### config.mk
export PLATFORM = sky130hd
export DESIGN_NAME = distinct_key_frequency_profiler
export DESIGN_NICKNAME = d
export VERILOG_FILES = /design/src/hw/rtl/dkfp_pkg.sv /design/src/hw/rtl/dkfp_tally_table.sv /design/src/hw/rtl/distinct_key_frequency_profiler.sv
export SDC_FILE = /design/constraint.sdc
export NUM_CORES = 2
export LEC_CHECK = 0
export ABC_AREA = 1
export BUFFER_PORTS_ARGS = -buffer_cell sky130_fd_sc_hd__buf_2
export CAP_MARGIN = 20
export CORE_UTILIZATION = 30
export CTS_BUF_LIST = sky130_fd_sc_hd__clkbuf_2
export CTS_CLUSTER_DIAMETER = 60
export DETAILED_ROUTE_END_ITERATION = 8
export PLACE_DENSITY = 0.49
export SLEW_MARGIN = 20
export SYNTH_ARGS = -nofsm -noshare
export SYNTH_HDL_FRONTEND = slang
export SYNTH_HIERARCHICAL = 1
export SYNTH_SLANG_ARGS = --single-unit
### constraint.sdc
create_clock -name clk -period 9.7 [get_ports clk]
set_input_delay 2.425 -clock clk [delete_from_list [all_inputs] [get_ports clk]]
set_output_delay 2.425 -clock clk [all_outputs]
set_load 0.01 [all_outputs]
### src/hw/rtl/dkfp_pkg.sv
// Shared types, status codes and helpers for the distinct key frequency profiler.
package dkfp_pkg;

	// Width of the slot field carried between the tables and the top level
	localparam int SLOT_W = 8;

	// Width of all event counters
	localparam int CNT_W = 32;

	// Lookup outcome codes, as shown on the status outputs
	typedef enum logic [1:0] {
		ST_HIT  = 2'd0,
		ST_NEW  = 2'd1,
		ST_FULL = 2'd2,
		ST_NONE = 2'd3
	} status_t;

	// Outcome of one table lookup, with the counts after the update
	typedef struct packed {
		status_t             status;
		logic [SLOT_W-1:0]   slot;
		logic [CNT_W-1:0]    cnt;
		logic [CNT_W-1:0]    aux_cnt;
	} lookup_t;

	// Saturating increment of a counter
	function automatic logic [CNT_W-1:0] sat_inc(input logic [CNT_W-1:0] v);
		return (v == '1) ? v : v + CNT_W'(1);
	endfunction

endpackage

### src/hw/rtl/dkfp_tally_table.sv
// Fill-ordered table of distinct keys with saturating hit counters.
module dkfp_tally_table #(
	parameter int ENTRIES = 8,
	parameter bit AUX     = 1'b0
) (
	input  logic                          clk,
	input  logic                          arst_n,
	input  logic [31:0]                   key,
	input  logic                          upd,
	input  logic                          aux_inc,
	output dkfp_pkg::lookup_t             res,
	output logic [$clog2(ENTRIES+1)-1:0]  fill_nxt
);

	localparam int IDX_W  = (ENTRIES > 1) ? $clog2(ENTRIES) : 1;
	localparam int FILL_W = $clog2(ENTRIES + 1);

	logic [31:0]                 keys_q [ENTRIES];
	logic [dkfp_pkg::CNT_W-1:0]  cnt_q  [ENTRIES];
	logic [FILL_W-1:0]           fill_q;

	logic [ENTRIES-1:0]          hit_vec;
	logic                        hit;
	logic                        full;
	logic                        add;
	logic [IDX_W-1:0]            hit_idx;
	logic [dkfp_pkg::CNT_W-1:0]  cnt_sel;
	logic [dkfp_pkg::CNT_W-1:0]  aux_sel;
	logic [dkfp_pkg::CNT_W-1:0]  cnt_new;
	logic [dkfp_pkg::CNT_W-1:0]  aux_new;

	// Compare the key against every filled entry and pick the one that hits
	always_comb begin
		hit_idx = '0;
		cnt_sel = '0;
		for (int i = 0; i < ENTRIES; i++) begin
			hit_vec[i] = (FILL_W'(i) < fill_q) && (keys_q[i] == key);
			if (hit_vec[i]) begin
				hit_idx = hit_idx | IDX_W'(i);
			end
			cnt_sel = cnt_sel | (cnt_q[i] & {dkfp_pkg::CNT_W{hit_vec[i]}});
		end
		hit  = |hit_vec;
		full = (fill_q == FILL_W'(ENTRIES));
		add  = !hit && !full;
	end

	// Form the lookup result and the counts to store
	always_comb begin
		res = '0;
		cnt_new = dkfp_pkg::CNT_W'(1);
		aux_new = aux_inc ? dkfp_pkg::CNT_W'(1) : '0;
		if (hit) begin
			cnt_new = dkfp_pkg::sat_inc(cnt_sel);
			aux_new = aux_inc ? dkfp_pkg::sat_inc(aux_sel) : aux_sel;
			res.status = dkfp_pkg::ST_HIT;
			res.slot   = dkfp_pkg::SLOT_W'(hit_idx);
		end else if (!full) begin
			res.status = dkfp_pkg::ST_NEW;
			res.slot   = dkfp_pkg::SLOT_W'(fill_q);
		end else begin
			res.status = dkfp_pkg::ST_FULL;
		end
		if (!full || hit) begin
			res.cnt     = cnt_new;
			res.aux_cnt = aux_new;
		end
		fill_nxt = (upd && add) ? fill_q + FILL_W'(1) : fill_q;
	end

	// Advance the fill count on an append
	always_ff @(posedge clk or negedge arst_n) begin
		if (!arst_n) begin
			fill_q <= '0;
		end else begin
			fill_q <= fill_nxt;
		end
	end

	// Write the hit entry or the newly appended entry
	always_ff @(posedge clk) begin
		for (int i = 0; i < ENTRIES; i++) begin
			if (upd && (hit_vec[i] || (add && fill_q == FILL_W'(i)))) begin
				cnt_q[i] <= cnt_new;
				if (!hit) begin
					keys_q[i] <= key;
				end
			end
		end
	end

	// Second counter per entry, present only where asked for
	if (AUX) begin : g_aux
		logic [dkfp_pkg::CNT_W-1:0] aux_q [ENTRIES];

		always_comb begin
			aux_sel = '0;
			for (int i = 0; i < ENTRIES; i++) begin
				aux_sel = aux_sel | (aux_q[i] & {dkfp_pkg::CNT_W{hit_vec[i]}});
			end
		end

		always_ff @(posedge clk) begin
			for (int i = 0; i < ENTRIES; i++) begin
				if (upd && (hit_vec[i] || (add && fill_q == FILL_W'(i)))) begin
					aux_q[i] <= aux_new;
				end
			end
		end
	end else begin : g_no_aux
		assign aux_sel = '0;
	end

endmodule

### src/hw/rtl/distinct_key_frequency_profiler.sv
// Top level of the distinct key frequency profiler.
//
// Input channel (in_valid / in_stall) carries one event: token_id,
// return_address and label_matched. Output channel (out_valid / out_stall)
// carries one result per event: token and site lookup outcomes with the
// updated entry counts, the running totals and the number of distinct tokens.
// A transfer happens at a clock edge with valid high and stall low.
//
// Each event is captured in an input register, looked up against both tables
// by one pass of parallel key compares, and its result lands in the output
// register while the tables and counters update at the same edge. The event
// passes the input register and then the result register; throughput is one
// event per cycle while the receiver does not stall.
//
// Reset clears the fill counts, the totals and both valid flags; table
// contents are not cleared. When the receiver stalls, the result holds and the
// event in the input register waits; in_stall rises only while both are full.
module distinct_key_frequency_profiler #(
	parameter int TOKEN_ENTRIES = 24,
	parameter int SITE_ENTRIES  = 8
) (
	input  logic        clk,
	input  logic        arst_n,
	input  logic        in_valid,
	output logic        in_stall,
	input  logic [31:0] token_id,
	input  logic [31:0] return_address,
	input  logic        label_matched,
	output logic        out_valid,
	input  logic        out_stall,
	output logic [1:0]  token_status,
	output logic [4:0]  token_slot,
	output logic [31:0] token_calls,
	output logic [31:0] token_matches,
	output logic [1:0]  site_status,
	output logic [2:0]  site_slot,
	output logic [31:0] site_count,
	output logic [31:0] total_events,
	output logic [31:0] total_matched,
	output logic [31:0] token_overflows,
	output logic [31:0] site_overflows,
	output logic [4:0]  distinct_tokens
);

	localparam int TOK_FILL_W  = $clog2(TOKEN_ENTRIES + 1);
	localparam int SITE_FILL_W = $clog2(SITE_ENTRIES + 1);

	// Input stage
	logic        valid_s1;
	logic [31:0] token_s1;
	logic [31:0] ra_s1;
	logic        matched_s1;

	// Control
	logic out_ready;
	logic fire;

	// Table results
	dkfp_pkg::lookup_t        tok_res;
	dkfp_pkg::lookup_t        site_res;
	logic [TOK_FILL_W-1:0]    tok_fill_nxt;
	logic [SITE_FILL_W-1:0]   site_fill_nxt;
	logic [31:0]              tok_fill_ext;

	// Running counters
	logic [31:0] event_total_q;
	logic [31:0] matched_total_q;
	logic [31:0] tok_ovf_q;
	logic [31:0] site_ovf_q;
	logic [31:0] event_total_nxt;
	logic [31:0] matched_total_nxt;
	logic [31:0] tok_ovf_nxt;
	logic [31:0] site_ovf_nxt;

	// Result register
	logic        out_valid_q;
	logic [1:0]  token_status_q;
	logic [4:0]  token_slot_q;
	logic [31:0] token_calls_q;
	logic [31:0] token_matches_q;
	logic [1:0]  site_status_q;
	logic [2:0]  site_slot_q;
	logic [31:0] site_count_q;
	logic [4:0]  distinct_tokens_q;

	// Handshake: work the held event when the result register can take it
	assign out_ready = !out_valid_q || !out_stall;
	assign fire      = valid_s1 && out_ready;
	assign in_stall  = valid_s1 && !out_ready;

	// Capture the incoming event
	always_ff @(posedge clk or negedge arst_n) begin
		if (!arst_n) begin
			valid_s1 <= 1'b0;
		end else if (in_valid && !in_stall) begin
			valid_s1 <= 1'b1;
		end else if (fire) begin
			valid_s1 <= 1'b0;
		end
	end

	always_ff @(posedge clk) begin
		if (in_valid && !in_stall) begin
			token_s1   <= token_id;
			ra_s1      <= return_address;
			matched_s1 <= label_matched;
		end
	end

	// Token table: call count plus matched count
	dkfp_tally_table #(
		.ENTRIES (TOKEN_ENTRIES),
		.AUX     (1'b1)
	) u_token_table (
		.clk      (clk),
		.arst_n   (arst_n),
		.key      (token_s1),
		.upd      (fire),
		.aux_inc  (matched_s1),
		.res      (tok_res),
		.fill_nxt (tok_fill_nxt)
	);

	// Site table: touched by matched events only
	dkfp_tally_table #(
		.ENTRIES (SITE_ENTRIES),
		.AUX     (1'b0)
	) u_site_table (
		.clk      (clk),
		.arst_n   (arst_n),
		.key      (ra_s1),
		.upd      (fire && matched_s1),
		.aux_inc  (1'b0),
		.res      (site_res),
		.fill_nxt (site_fill_nxt)
	);

	// Next values of the running counters
	always_comb begin
		event_total_nxt   = dkfp_pkg::sat_inc(event_total_q);
		matched_total_nxt = matched_s1 ? dkfp_pkg::sat_inc(matched_total_q)
		                               : matched_total_q;
		tok_ovf_nxt = (tok_res.status == dkfp_pkg::ST_FULL) ?
		              dkfp_pkg::sat_inc(tok_ovf_q) : tok_ovf_q;
		site_ovf_nxt = (matched_s1 && site_res.status == dkfp_pkg::ST_FULL) ?
		               dkfp_pkg::sat_inc(site_ovf_q) : site_ovf_q;
		tok_fill_ext = 32'(tok_fill_nxt);
	end

	// Update counters and the valid flag of the result register
	always_ff @(posedge clk or negedge arst_n) begin
		if (!arst_n) begin
			event_total_q   <= '0;
			matched_total_q <= '0;
			tok_ovf_q       <= '0;
			site_ovf_q      <= '0;
			out_valid_q     <= 1'b0;
		end else begin
			if (fire) begin
				event_total_q   <= event_total_nxt;
				matched_total_q <= matched_total_nxt;
				tok_ovf_q       <= tok_ovf_nxt;
				site_ovf_q      <= site_ovf_nxt;
				out_valid_q     <= 1'b1;
			end else if (!out_stall) begin
				out_valid_q     <= 1'b0;
			end
		end
	end

	// Load the result payload
	always_ff @(posedge clk) begin
		if (fire) begin
			token_status_q    <= tok_res.status;
			token_slot_q      <= tok_res.slot[4:0];
			token_calls_q     <= tok_res.cnt;
			token_matches_q   <= tok_res.aux_cnt;
			distinct_tokens_q <= tok_fill_ext[4:0];
			if (matched_s1) begin
				site_status_q <= site_res.status;
				site_slot_q   <= site_res.slot[2:0];
				site_count_q  <= site_res.cnt;
			end else begin
				site_status_q <= dkfp_pkg::ST_NONE;
				site_slot_q   <= '0;
				site_count_q  <= '0;
			end
		end
	end

	// Drive the output ports
	assign out_valid       = out_valid_q;
	assign token_status    = token_status_q;
	assign token_slot      = token_slot_q;
	assign token_calls     = token_calls_q;
	assign token_matches   = token_matches_q;
	assign site_status     = site_status_q;
	assign site_slot       = site_slot_q;
	assign site_count      = site_count_q;
	assign total_events    = event_total_q;
	assign total_matched   = matched_total_q;
	assign token_overflows = tok_ovf_q;
	assign site_overflows  = site_ovf_q;
	assign distinct_tokens = distinct_tokens_q;

endmodule

==> flow_metrics.tcl <==
set metrics [dict create \
    outcome "finished clean" \
    clock_tree.htree_level_count 6 \
    power.ir.vdd_worst_mv 0.09851 \
    cts_tree "done" \
    die_area_um2 460700 \
    cts-buffers-inserted 819 \
    grt_pass1_vias 95680 \
    grt_start_max_net_pins 65 \
    overall_die_width_um 678.8 \
    final.min_clock_period_ns 8.039 \
    type_of_the_worst_setup_path "reg -> reg" \
    rows 248 \
    final_max_slew_viol_count 0 \
    critPathRequiredTime_ns 11.62 \
    max_freq_mhz 124.4 \
    netlist_area_um2 137400 \
    dr.first_iter.drc_count 10870 \
    synth_area_per_cell_um2 10.81 \
    placed_insts 18840 \
    num-fill-cells 46490 \
    grt_remaining_overflow 0 \
    dp_hpwl_um 306100 \
    max-clock-path-buffers 4 \
    vias_per_cell 4.965 \
    grt_first_pass_wirelength_um 735900 \
    final-hold-violation-count 0 \
    setup_viol 0 \
    critical_path.max_fanout 25 \
    power_density_nw_per_um2 174.4 \
    layout.cells.non_filler 20340 \
    drive_above_1_share_pct 16.28 \
    finalCoreUtilization_pct 33.97 \
    worst_skew_pair.late_latency_ns 2.44 \
    max-cap-violations 0 \
    synth-warning-count 6 \
    post-route-period-util_pct 82.88 \
    library_cell_used_as_clock_root_buffer "clkbuf_2" \
    core_area_um2 456100 \
    quantity_of_gates_resized_following_cts 0 \
    areaGrowthSynthToFinish_pct 12.76 \
    drtAntennaViolNets 0 \
    drc_errors 0 \
    tns_ns 0 \
    die_height_um 678.8 \
    clock-skew-final_ns 0.2121 \
    synth_net_count 12790 \
    tritoncts_num_sinks 3133 \
    endpoint_kind "flop" \
    p_leak_nw 63.20 \
    detailedRoute.firstPassIterationCount 6 \
    antenna_violations_before_repair 31 \
    synthCells 12710 \
    clkSlewWorstSetupHoldPaths_ns 0.10 \
    timing.hold.worst.class "in -> reg" \
    relSlewSlack_pct 21.05 \
    start_util_pct 30.12 \
    start_kind "flop" \
    worst_ep_arrival_time_ns 9.96 \
    avgRoutedWirePerCell_um 26.20 \
    grt_util_all_layers_pct 22.42 \
    tightestPinTransition_ns 1.184 \
    routabilityCongestion 0.8895 \
    dr_vias 101000 \
    post-layout-total-power_w 0.02702 \
    top_level_ports 312 \
    io_buffers 311 \
    totalWireLength_um 532900 \
    post_layout_net_count 13810 \
    setup_repair_after_global_routing_missed_its_margin "false" \
]
[repair_timing]
item | in CTS | in global routing
hold endpoints to repair | 102 | 0
setup buffers | 0 | 0
hold buffers | 64 | 0
[worst max-delay path: stages (launching register included)]
cell and delay [ns]:
edfxtp_1 0.73, inv_2 0.47, nand2_1 0.15, o21ai_0 0.09, nor2_1 0.64, nand3_1 0.25, nor2_4 0.17, nand2_1 0.47
inv_2 0.61, buf_4 0.45, nand2_1 0.10, nand4_1 0.11, nor2_1 0.06, nand2_2 0.11, ha_1 0.19, nand2_1 0.09
nor2_2 0.20, nand2_1 0.14, nor2_4 0.28, nand3_2 0.32, nand2_2 0.47, inv_2 0.30, nand3_1 0.19, nor2_1 0.07
nor2_2 0.80
[metal layers]
layer  track usage (%)  vias to the layer above  share of wire [%]
met3             4.043                     1087                8.7
met5           0.01041                        -              0.011
met2             36.60                     5149                 46
li1                  -                    45020                  -
met1             29.30                    49710                 41
met4             9.384                        8                4.3
[per-stage QoR]
| stage | hold slack [ns] | worst slack [ns] | instance area [µm²] |
|---|---|---|---|
| finish | 0.3676 | 1.661 | 154900 |
| global route | 0.2462 | 1.481 | 154900 |
| CTS | 0.03825 | 1.935 | 154700 |
| detailed placement | 0.4602 | 2.170 | 146800 |
| global placement | 0.4583 | 2.297 | 146700 |
| floorplan | 0.4477 | -1.141 | 137500 |
[placed cells by master, fill, tap and decap left out, drive strengths merged, types with 140 or more instances in the layout]
cell / n
xnor2: 385
o21ai: 330
nor2: 1314
nand3: 890
clkinv: 140
nand2: 4209
clkbuf: 1234
buf: 622
nand4: 464
inv: 1151
edfxtp: 2994
[where the power goes]
group / internal, W / leakage (nW) / switching [W]
clock network: 0.00364 / 5.63 / 0.00572
registers: 0.0152 / 31.2 / 0.000275
logic: 0.000501 / 26.4 / 0.00168
total: 0.0194 / 63.2 / 0.00767
[area by class of cell]
class	instances	area [µm²]	area share, %
clock inverter	166	1061	0.6848
antenna	30	75.07	0.04845
sequential	3133	93380	60.27
tap	6000	7507	4.845
multi-input combinational	7949	37480	24.19
clock buffer	1234	6176	3.986
inverter	1140	4324	2.791
timing repair buffer	686	4931	3.182
[final timing paths]
kind / from / end / slack (ns) / depth (start not counted)
worst max-delay path: token_s1[17] / u_token_table/g_aux.aux_q[1][58] / 1.66 / 24
worst min-delay path: token_id[13] / token_s1[13] / 0.37 / 1
worst max register to register: token_s1[17] / u_token_table/g_aux.aux_q[1][58] / 1.66 / 24
worst min register to register: valid_s1 / out_valid / 0.49 / 2
max in group asynchronous: arst_n / site_overflows[28] / 7.18 / 4
min in group asynchronous: arst_n / u_token_table/fill_q[1] / 0.58 / 2
[sequential cells by signal (all words and copies together), names as in the netlist, 3 cells and up]
signal / flops
u_site_table/cnt_q: 256
u_site_table/fill_q: 4
total_events: 32
token_s1: 32
u_token_table/g_aux.aux_q: 768
u_token_table/cnt_q: 768
ra_s1: 32
total_matched: 32
site_overflows: 32
token_matches: 32
distinct_tokens: 5
u_token_table/keys_q: 768
site_slot: 3
token_calls: 32
token_overflows: 32
site_count: 32
u_token_table/fill_q: 5
token_slot: 5
u_site_table/keys_q: 256
(Power assumes the default switching activity.)
